`src/rtl/clock_replacement_tag_cache_assert.svh`:
```
// assertion macros for the clock replacement tag cache
// used by the top level only; no other dependencies
`ifndef CLOCK_REPLACEMENT_TAG_CACHE_ASSERT_SVH
`define CLOCK_REPLACEMENT_TAG_CACHE_ASSERT_SVH

// same-cycle implication, disabled during reset
`define CTC_ASSERT_SAME(label, clk, rst, ante, cons) \
  label: assert property (@(posedge clk) disable iff (rst) (ante) |-> (cons)) \
    else $error("ctc assertion failed");

// next-cycle implication, disabled during reset
`define CTC_ASSERT_NEXT(label, clk, rst, ante, cons) \
  label: assert property (@(posedge clk) disable iff (rst) (ante) |=> (cons)) \
    else $error("ctc assertion failed");

`endif

```
`src/rtl/ctc_pkg.sv`:
```
// shared types and constants for the clock replacement tag cache
// no dependencies
package ctc_pkg;

  localparam int SLOTS      = 16;
  localparam int TAG_BITS   = 32;
  localparam int SLOT_W     = (SLOTS > 1) ? $clog2(SLOTS) : 1;
  localparam int OCC_W      = $clog2(SLOTS + 1);
  localparam int CMD_W      = 2;
  localparam int KEY_W      = 32;
  localparam int SLOT_OUT_W = 4;

  typedef enum logic [CMD_W-1:0] {
    CMD_SET   = 2'd0,
    CMD_GET   = 2'd1,
    CMD_FLUSH = 2'd2
  } cmd_t;

  typedef enum logic [1:0] {
    RES_ZERO,
    RES_REJECT,
    RES_HIT,
    RES_FILL
  } res_kind_t;

  typedef enum logic [1:0] {
    ST_IDLE,
    ST_LOOKUP,
    ST_SWEEP
  } state_t;

  // controller to datapath
  typedef struct packed {
    logic      capture;
    logic      clear_all;
    logic      touch;
    logic      place;
    logic      sweep_step;
    logic      write_result;
    res_kind_t res_kind;
  } ctrl_cmd_t;

  // datapath to controller
  typedef struct packed {
    logic [CMD_W-1:0] command;
    logic             store_failed;
    logic             hit;
    logic             full;
    logic             ref_at_hand;
    logic             res_free;
  } dp_status_t;

endpackage

```
`src/rtl/ctc_if.sv`:
```
// request and response channel interfaces for the clock replacement tag cache
// depends on ctc_pkg
interface ctc_req_if;
  logic                          valid;
  logic                          ready;
  logic [ctc_pkg::CMD_W-1:0]     command;
  logic [ctc_pkg::KEY_W-1:0]     key_tag;
  logic                          store_failed;

  modport source(output valid, command, key_tag, store_failed, input ready);
  modport sink(input valid, command, key_tag, store_failed, output ready);
endinterface

interface ctc_rsp_if;
  logic                            valid;
  logic                            ready;
  logic                            status;
  logic                            hit;
  logic [ctc_pkg::SLOT_OUT_W-1:0]  slot;
  logic                            evicted;
  logic [ctc_pkg::KEY_W-1:0]       evicted_tag;

  modport source(output valid, status, hit, slot, evicted, evicted_tag, input ready);
  modport sink(input valid, status, hit, slot, evicted, evicted_tag, output ready);
endinterface

```
`src/rtl/ctc_dp.sv`:
```
// datapath: tag directory, valid and reference bits, clock hand, result register
// depends on ctc_pkg
module ctc_dp (
  input  logic                            clk,
  input  logic                            rst,
  input  logic [ctc_pkg::CMD_W-1:0]       req_command,
  input  logic [ctc_pkg::KEY_W-1:0]       req_key_tag,
  input  logic                            req_store_failed,
  input  ctc_pkg::ctrl_cmd_t              cmd,
  output ctc_pkg::dp_status_t             dir_status,
  output logic                            rsp_valid,
  input  logic                            rsp_ready,
  output logic                            rsp_status,
  output logic                            rsp_hit,
  output logic [ctc_pkg::SLOT_OUT_W-1:0]  rsp_slot,
  output logic                            rsp_evicted,
  output logic [ctc_pkg::KEY_W-1:0]       rsp_evicted_tag
);

  logic [ctc_pkg::CMD_W-1:0]    cmd_q;
  logic [ctc_pkg::TAG_BITS-1:0] tag_q;
  logic                         fail_q;

  logic [ctc_pkg::TAG_BITS-1:0] tag_store [ctc_pkg::SLOTS];
  logic [ctc_pkg::SLOTS-1:0]    valid_bits;
  logic [ctc_pkg::SLOTS-1:0]    recent_bits;
  logic [ctc_pkg::SLOT_W-1:0]   hand;
  logic [ctc_pkg::OCC_W-1:0]    occupancy;

  logic                         hit;
  logic [ctc_pkg::SLOT_W-1:0]   where;
  logic [ctc_pkg::SLOT_W-1:0]   hand_next;
  logic                         full;
  logic                         res_free;

  // tags are unique among valid slots, so an or of matching indices encodes the hit
  always_comb begin
    hit   = 1'b0;
    where = '0;
    for (int i = 0; i < ctc_pkg::SLOTS; i++) begin
      if (valid_bits[i] && (tag_store[i] == tag_q)) begin
        hit   = 1'b1;
        where = where | ctc_pkg::SLOT_W'(i);
      end
    end
  end

  assign hand_next = (hand == ctc_pkg::SLOT_W'(ctc_pkg::SLOTS - 1)) ?
                     '0 : hand + ctc_pkg::SLOT_W'(1);
  assign full      = (occupancy == ctc_pkg::OCC_W'(ctc_pkg::SLOTS));
  assign res_free  = !rsp_valid || rsp_ready;

  assign dir_status.command      = cmd_q;
  assign dir_status.store_failed = fail_q;
  assign dir_status.hit          = hit;
  assign dir_status.full         = full;
  assign dir_status.ref_at_hand  = recent_bits[hand];
  assign dir_status.res_free     = res_free;

  // request capture and tag store, no reset needed
  always_ff @(posedge clk) begin
    if (cmd.capture) begin
      cmd_q  <= req_command;
      tag_q  <= ctc_pkg::TAG_BITS'(req_key_tag);
      fail_q <= req_store_failed;
    end
    if (cmd.place) begin
      tag_store[hand] <= tag_q;
    end
  end

  // directory control state
  always_ff @(posedge clk) begin
    if (rst || cmd.clear_all) begin
      valid_bits  <= '0;
      recent_bits <= '0;
      hand        <= '0;
      occupancy   <= '0;
    end else if (cmd.touch) begin
      recent_bits[where] <= 1'b1;
    end else if (cmd.sweep_step) begin
      recent_bits[hand] <= 1'b0;
      hand              <= hand_next;
    end else if (cmd.place) begin
      valid_bits[hand]  <= 1'b1;
      recent_bits[hand] <= 1'b1;
      hand              <= hand_next;
      if (!full) begin
        occupancy <= occupancy + ctc_pkg::OCC_W'(1);
      end
    end
  end

  // result register
  always_ff @(posedge clk) begin
    if (rst) begin
      rsp_valid <= 1'b0;
    end else if (cmd.write_result) begin
      rsp_valid <= 1'b1;
    end else if (rsp_ready) begin
      rsp_valid <= 1'b0;
    end
  end

  always_ff @(posedge clk) begin
    if (cmd.write_result) begin
      rsp_status      <= 1'b0;
      rsp_hit         <= 1'b0;
      rsp_slot        <= '0;
      rsp_evicted     <= 1'b0;
      rsp_evicted_tag <= '0;
      unique case (cmd.res_kind)
        ctc_pkg::RES_REJECT: begin
          rsp_status <= 1'b1;
        end
        ctc_pkg::RES_HIT: begin
          rsp_hit  <= 1'b1;
          rsp_slot <= ctc_pkg::SLOT_OUT_W'(where);
        end
        ctc_pkg::RES_FILL: begin
          rsp_slot    <= ctc_pkg::SLOT_OUT_W'(hand);
          rsp_evicted <= valid_bits[hand];
          if (valid_bits[hand]) begin
            rsp_evicted_tag <= ctc_pkg::KEY_W'(tag_store[hand]);
          end
        end
        ctc_pkg::RES_ZERO: begin
        end
      endcase
    end
  end

endmodule

```
`src/rtl/ctc_ctrl.sv`:
```
// controller: sequences lookup, clock sweep and placement for one request
// depends on ctc_pkg
module ctc_ctrl (
  input  logic                 clk,
  input  logic                 rst,
  input  logic                 req_valid,
  output logic                 req_ready,
  input  ctc_pkg::dp_status_t  dir_status,
  output ctc_pkg::ctrl_cmd_t   cmd
);

  ctc_pkg::state_t state;
  ctc_pkg::state_t state_next;

  always_ff @(posedge clk) begin
    if (rst) begin
      state <= ctc_pkg::ST_IDLE;
    end else begin
      state <= state_next;
    end
  end

  always_comb begin
    state_next = state;
    req_ready  = 1'b0;
    cmd        = '{capture: 1'b0, clear_all: 1'b0, touch: 1'b0, place: 1'b0,
                   sweep_step: 1'b0, write_result: 1'b0, res_kind: ctc_pkg::RES_ZERO};
    unique case (state)
      ctc_pkg::ST_IDLE: begin
        req_ready = 1'b1;
        if (req_valid) begin
          cmd.capture = 1'b1;
          state_next  = ctc_pkg::ST_LOOKUP;
        end
      end
      ctc_pkg::ST_LOOKUP: begin
        // hold until the result register can take the answer
        if (dir_status.res_free) begin
          state_next       = ctc_pkg::ST_IDLE;
          cmd.write_result = 1'b1;
          unique case (dir_status.command)
            ctc_pkg::CMD_SET: begin
              if (dir_status.store_failed) begin
                cmd.res_kind = ctc_pkg::RES_REJECT;
              end else if (dir_status.hit) begin
                cmd.touch    = 1'b1;
                cmd.res_kind = ctc_pkg::RES_HIT;
              end else if (dir_status.full) begin
                cmd.write_result = 1'b0;
                state_next       = ctc_pkg::ST_SWEEP;
              end else begin
                cmd.place    = 1'b1;
                cmd.res_kind = ctc_pkg::RES_FILL;
              end
            end
            ctc_pkg::CMD_GET: begin
              if (dir_status.hit) begin
                cmd.touch    = 1'b1;
                cmd.res_kind = ctc_pkg::RES_HIT;
              end
            end
            ctc_pkg::CMD_FLUSH: begin
              cmd.clear_all = 1'b1;
            end
            default: begin
            end
          endcase
        end
      end
      ctc_pkg::ST_SWEEP: begin
        // second chance: clear a set reference bit and move on
        if (dir_status.ref_at_hand) begin
          cmd.sweep_step = 1'b1;
        end else if (dir_status.res_free) begin
          cmd.place        = 1'b1;
          cmd.write_result = 1'b1;
          cmd.res_kind     = ctc_pkg::RES_FILL;
          state_next       = ctc_pkg::ST_IDLE;
        end
      end
      default: begin
        state_next = ctc_pkg::ST_IDLE;
      end
    endcase
  end

endmodule

```
`src/rtl/clock_replacement_tag_cache.sv`:
```
// a request is captured in idle and answered from lookup once the result register is
// free, for hits, misses with room, rejects, gets and flushes; a set miss on a full
// directory first sweeps, clearing each set reference bit at the clock hand, then places.
// requests are taken only in idle, so a new one waits until the last is answered.
// reset clears valid and reference bits, clock hand and occupancy; the tag store
// is not cleared and is read only where its valid bit is set.
`include "clock_replacement_tag_cache_assert.svh"

module clock_replacement_tag_cache (
  input  logic       clk,
  input  logic       rst,
  ctc_req_if.sink    req,
  ctc_rsp_if.source  rsp
);

  ctc_pkg::ctrl_cmd_t  cmd;
  ctc_pkg::dp_status_t dp_status;

  ctc_ctrl u_ctrl (
    .clk        (clk),
    .rst        (rst),
    .req_valid  (req.valid),
    .req_ready  (req.ready),
    .dir_status (dp_status),
    .cmd        (cmd)
  );

  ctc_dp u_dp (
    .clk              (clk),
    .rst              (rst),
    .req_command      (req.command),
    .req_key_tag      (req.key_tag),
    .req_store_failed (req.store_failed),
    .cmd              (cmd),
    .dir_status       (dp_status),
    .rsp_valid        (rsp.valid),
    .rsp_ready        (rsp.ready),
    .rsp_status       (rsp.status),
    .rsp_hit          (rsp.hit),
    .rsp_slot         (rsp.slot),
    .rsp_evicted      (rsp.evicted),
    .rsp_evicted_tag  (rsp.evicted_tag)
  );

  `CTC_ASSERT_NEXT(a_one_at_a_time, clk, rst, req.valid && req.ready, !req.ready)
  `CTC_ASSERT_SAME(a_place_on_miss, clk, rst, cmd.place,
    dp_status.command == ctc_pkg::CMD_SET && !dp_status.hit && !dp_status.store_failed)
  `CTC_ASSERT_SAME(a_sweep_when_full, clk, rst, cmd.sweep_step,
    dp_status.full && dp_status.ref_at_hand && !cmd.write_result)
  `CTC_ASSERT_SAME(a_evict_is_fill, clk, rst, rsp.valid && rsp.evicted,
    !rsp.hit && !rsp.status)

endmodule
```
`src/flat_wrapper.sv`:
```
// flat-port wrapper written by rule: the top's interface ports become plain ports
module clock_replacement_tag_cache_flat 
  (clk, rst, req_valid, req_command, req_key_tag, req_store_failed, req_ready, rsp_valid, rsp_status, rsp_hit, rsp_slot, rsp_evicted, rsp_evicted_tag, rsp_ready);
  ctc_req_if req_i ();
  ctc_rsp_if rsp_i ();
  input  logic clk;
  input  logic rst;
  input wire logic [$bits(req_i.valid)-1:0] req_valid;
  input wire logic [$bits(req_i.command)-1:0] req_command;
  input wire logic [$bits(req_i.key_tag)-1:0] req_key_tag;
  input wire logic [$bits(req_i.store_failed)-1:0] req_store_failed;
  output wire logic [$bits(req_i.ready)-1:0] req_ready;
  output wire logic [$bits(rsp_i.valid)-1:0] rsp_valid;
  output wire logic [$bits(rsp_i.status)-1:0] rsp_status;
  output wire logic [$bits(rsp_i.hit)-1:0] rsp_hit;
  output wire logic [$bits(rsp_i.slot)-1:0] rsp_slot;
  output wire logic [$bits(rsp_i.evicted)-1:0] rsp_evicted;
  output wire logic [$bits(rsp_i.evicted_tag)-1:0] rsp_evicted_tag;
  input wire logic [$bits(rsp_i.ready)-1:0] rsp_ready;
  assign req_i.valid = req_valid;
  assign req_i.command = req_command;
  assign req_i.key_tag = req_key_tag;
  assign req_i.store_failed = req_store_failed;
  assign req_ready = req_i.ready;
  assign rsp_valid = rsp_i.valid;
  assign rsp_status = rsp_i.status;
  assign rsp_hit = rsp_i.hit;
  assign rsp_slot = rsp_i.slot;
  assign rsp_evicted = rsp_i.evicted;
  assign rsp_evicted_tag = rsp_i.evicted_tag;
  assign rsp_i.ready = rsp_ready;
  clock_replacement_tag_cache u_core (.clk(clk), .rst(rst), .req(req_i), .rsp(rsp_i));
endmodule
```
`config.mk`:
```
export PLATFORM = sky130hd
export DESIGN_NAME = clock_replacement_tag_cache_flat
export DESIGN_NICKNAME = d
export VERILOG_FILES = /design/src/rtl/ctc_pkg.sv /design/src/rtl/ctc_if.sv /design/src/rtl/ctc_dp.sv /design/src/rtl/ctc_ctrl.sv /design/src/rtl/clock_replacement_tag_cache.sv /design/src/flat_wrapper.sv
export VERILOG_INCLUDE_DIRS = /design/src /design/src/rtl
export SDC_FILE = /design/constraint.sdc
export NUM_CORES = 1
export LEC_CHECK = 0
export BUFFER_PORTS_ARGS = -buffer_cell sky130_fd_sc_hd__buf_4
export CORE_ASPECT_RATIO = 0.7
export CORE_MARGIN = 2
export CORE_UTILIZATION = 45
export CTS_CLUSTER_DIAMETER = 120
export CTS_CLUSTER_SIZE = 28
export DETAILED_ROUTE_END_ITERATION = 6
export GPL_TIMING_DRIVEN = 0
export SYNTH_ARGS = -nofsm -noshare
export SYNTH_HDL_FRONTEND = slang
export SYNTH_SLANG_ARGS = --single-unit
```
`constraint.sdc`:
```
create_clock -name clk -period 9.95 [get_ports clk]
set_input_delay 0 -clock clk [delete_from_list [all_inputs] [get_ports clk]]
set_output_delay 0 -clock clk [all_outputs]
set_load 0.03 [all_outputs]
```
==> reports/qor.txt <==
CTS buffer count: 26
Bufs on Longest Clock Path: 3
DR vias: 20400
Worst Hold Class: input pin to register
Flop pwr share: 0.613
Syn Std Cell Area: 30600 um2
Cell variety after synth: 66
fill count: 5649
worst endpoint data arrival time: 6690 ps
Synthesis Warnings: 0
startpoint types: register
final core occ: 0.513
nets: 2173
core area: 66800 um2
PD cells: 141 nW/um2
syn_nets: 1998
Post-DRT Antenna Nets: 0
Die Span X: 316 um
die height: 222 um
status: finished, final reports clean
relative slew slack: 0.0403
max_cap viols: 0
peak supply drop: 0.000139 V
pre-CTS setup slack: 4150 ps
Final Wtd Congestion: 1.05
vias in the first global route: 18500
post-layout min period: 6300 ps
max-slew violation count: 0
area share of the largest cell type after synthesis: 0.575
worst skew pair latency: 660 ps
Total GRT Usage: 0.388
H-tree level count: 1
crit path max fanout: 17
first drt pass iteration count: 7
Switching Fraction: 0.262
final WL: 137000 um
Internal: 0.00356 W
Clk pin slew, worst setup/hold paths: 110 ps
EDFF count, synth: 586
I/O pin count: 80
DR iter-0 viols: 3942
Post-synth ARST share: 0
Syn Inst Count: 1950
register area share after synthesis: 0.604
synthesized area per cell: 15.7 um2
Placed Area: 33100 um2
setup TNS: 0 ps
slew at the pin with the worst max-slew slack: 1440 ps
FF+latch count, synth: 630
portion of total power attributed to combinational logic: 0.100
Switch Pwr: 0.00127 W
setup violators final: 0
Setup Buffers After CTS: 0
post-cts sizing count: 0
vias per cell: 6.71
Starting Density: 0.458
kind of critical path: register to register
post-route cell area: 34300 um2
count leader, synth: edfxtp_1
IO Port Bufs: 79
DR WL/cell: 45.0 um
Area growth syn-to-layout: 12.0%
placed cell count: 2948
first-pass GRT wire length: 178000 um
detailed-route DRC error count: 0
Worst Path Required: 10340 ps
Clock Sinks: 630
Clock power frac: 0.287
initial antenna violation count: 11
RSZ-0062 raised after global routing: no
Final Skew: 40.9 ps
fin worst setup slack: 3650 ps
CTS root buffer: clkbuf_16
Cell Count, Final, Fillers Out: 3037
Synth top cells by count: edfxtp_1 (586), xor2_1 (347), mux4_2 (170)
pin count of the biggest net entering global routing: 30
Final Hold Viols: 0
Die ar.: 70100 um2
max frequency: 159 MHz
period utilisation layout: 0.633
Area contributors post-synth: edfxtp_1 (58%), mux4_2 (13%), xor2_1 (9.9%), xnor2_1 (4.5%), dfxtp_1 (2.9%)
Worst setup EP type: register
clock tree from TritonCTS: yes
leakage power: 10.8 nW
Post-synth top flop: edfxtp_1
share of layout cells above drive strength 1: 0.201
Overflow after GRT: 0
Placement Rows: 79
cell taking the most area after synthesis: edfxtp_1
Detail Placement HPWL: 107000 um
flip-flops by register name, summed over array words and instances, names as in the netlist, named ones only:
| signal | cells |
|---|---|
| u_core.u_dp.valid_bits | 16 |
| u_core.u_ctrl.state | 2 |
| u_core.u_dp.tag_store | 512 |
| u_core.u_dp.occupancy | 5 |
| u_core.u_dp.rsp_valid | 1 |
| u_core.u_dp.fail_q | 1 |
| u_core.u_dp.hand | 4 |
| u_core.u_dp.rsp_evicted_tag | 32 |
| u_core.u_dp.rsp_status | 1 |
| u_core.u_dp.cmd_q | 2 |
| u_core.u_dp.rsp_slot | 4 |
| u_core.u_dp.tag_q | 32 |
| u_core.u_dp.rsp_hit | 1 |
| u_core.u_dp.rsp_evicted | 1 |
stage by stage:
| stage | hold WS, ps | power, W |
|---|---|---|
| finish | 60.4 | 0.00483 |
| global route | 56.8 | 0.00491 |
| CTS | 33.3 | 0.00480 |
| detailed placement | 180 | 0.00347 |
| global placement | 178 | 0.00346 |
| floorplan | 69.1 | 0.00322 |
power groups by stage:
stage	clock [W]	combinational, W	sequential [W]
5_1_grt	0.00146	0.000482	0.00297
6_report	0.00139	0.000483	0.00296
2_1_floorplan	0	0.000214	0.00301
3_3_place_gp	0	0.000442	0.00302
4_1_cts	0.00138	0.000458	0.00296
3_5_place_dp	0	0.000444	0.00302
repair_timing:
item                       in CTS  in global routing
setup endpoints to repair       0                  0
hold endpoints to repair       46                  0
hold buffers                   39                  0
logic make-up (layout without fill, tap and decap cells):
| family | after synthesis | after routing | synth area share |
|---|---|---|---|
| AO/OA/AOI/OAI | 105 | 105 | 0.0238 |
| XOR/XNOR | 505 | 505 | 0.145 |
| adder cells (fa/ha/maj) | 9 | 9 | 0.00368 |
| buffers and inverters | 142 | 337 | 0.0270 |
| flip-flops | 630 | 630 | 0.604 |
| multiplexers | 172 | 172 | 0.126 |
| other | 0 | 1 | 0 |
| AND/OR/NAND/NOR | 387 | 387 | 0.0711 |
area by class of cell:
| cell class | count | area (um2) | share of cell area |
|---|---|---|---|
| antenna | 1 | 2.50 | 0.0000731 |
| buffer | 119 | 748 | 0.0218 |
| clock buffer | 46 | 726 | 0.0212 |
| clock inverter | 2 | 32.5 | 0.000950 |
| inverter | 23 | 86.3 | 0.00252 |
| multi-input combinational | 1178 | 11400 | 0.334 |
| sequential | 630 | 18500 | 0.539 |
| tap | 891 | 1110 | 0.0325 |
| timing repair buffer | 147 | 1630 | 0.0476 |
worst paths after layout:
| path | from | endpoint | slack [ps] | depth (start not counted) |
|---|---|---|---|---|
| min reg2reg | u_core.u_dp.valid_bits[8]$_SDFFE_PP0P_ | u_core.u_dp.valid_bits[8]$_SDFFE_PP0P_ | 500 | 2 |
| min | req_key_tag[3] | u_core.u_dp.tag_q[3]$_DFFE_PP_ | 60 | 2 |
| max reg2reg | u_core.u_dp.tag_q[28]$_DFFE_PP_ | u_core.u_dp.tag_store[1][7]$_DFFE_PP_ | 3650 | 14 |
| max | u_core.u_dp.tag_q[28]$_DFFE_PP_ | u_core.u_dp.tag_store[1][7]$_DFFE_PP_ | 3650 | 14 |
critical path: stages, from the launching register on:
cell	delay, ps
edfxtp_1	640
buf_2	330
xor2_1	350
nor4_1	1140
nand4_1	550
or4_1	790
nand2_1	150
nor2_1	40
and3_1	210
buf_6	150
a21oi_2	390
buf_2	540
nor2_4	270
buf_16	240
buf_16	180
routing by layer:
| metal | global-route usage | wire (um) | vias to the layer above |
|---|---|---|---|
| li1 | - | - | 7781 |
| met1 | 0.583 | 57200 | 10800 |
| met2 | 0.520 | 54700 | 1590 |
| met3 | 0.157 | 20500 | 168 |
| met4 | 0.0939 | 4130 | 10 |
| met5 | 0 | 65 | - |
cell usage in the layout, fill, tap and decap left out, types with 44 or more instances in the layout:
master,Yosys,layout
nand4_1,50,50
xor2_1,347,347
edfxtp_1,586,586
xnor2_1,158,158
buf_4,19,99
mux4_2,170,170
clkbuf_1,28,46
nor4_1,85,82
nand2_1,50,50
dfxtp_1,44,44
No activity file was read; power rests on OpenSTA's default activity.
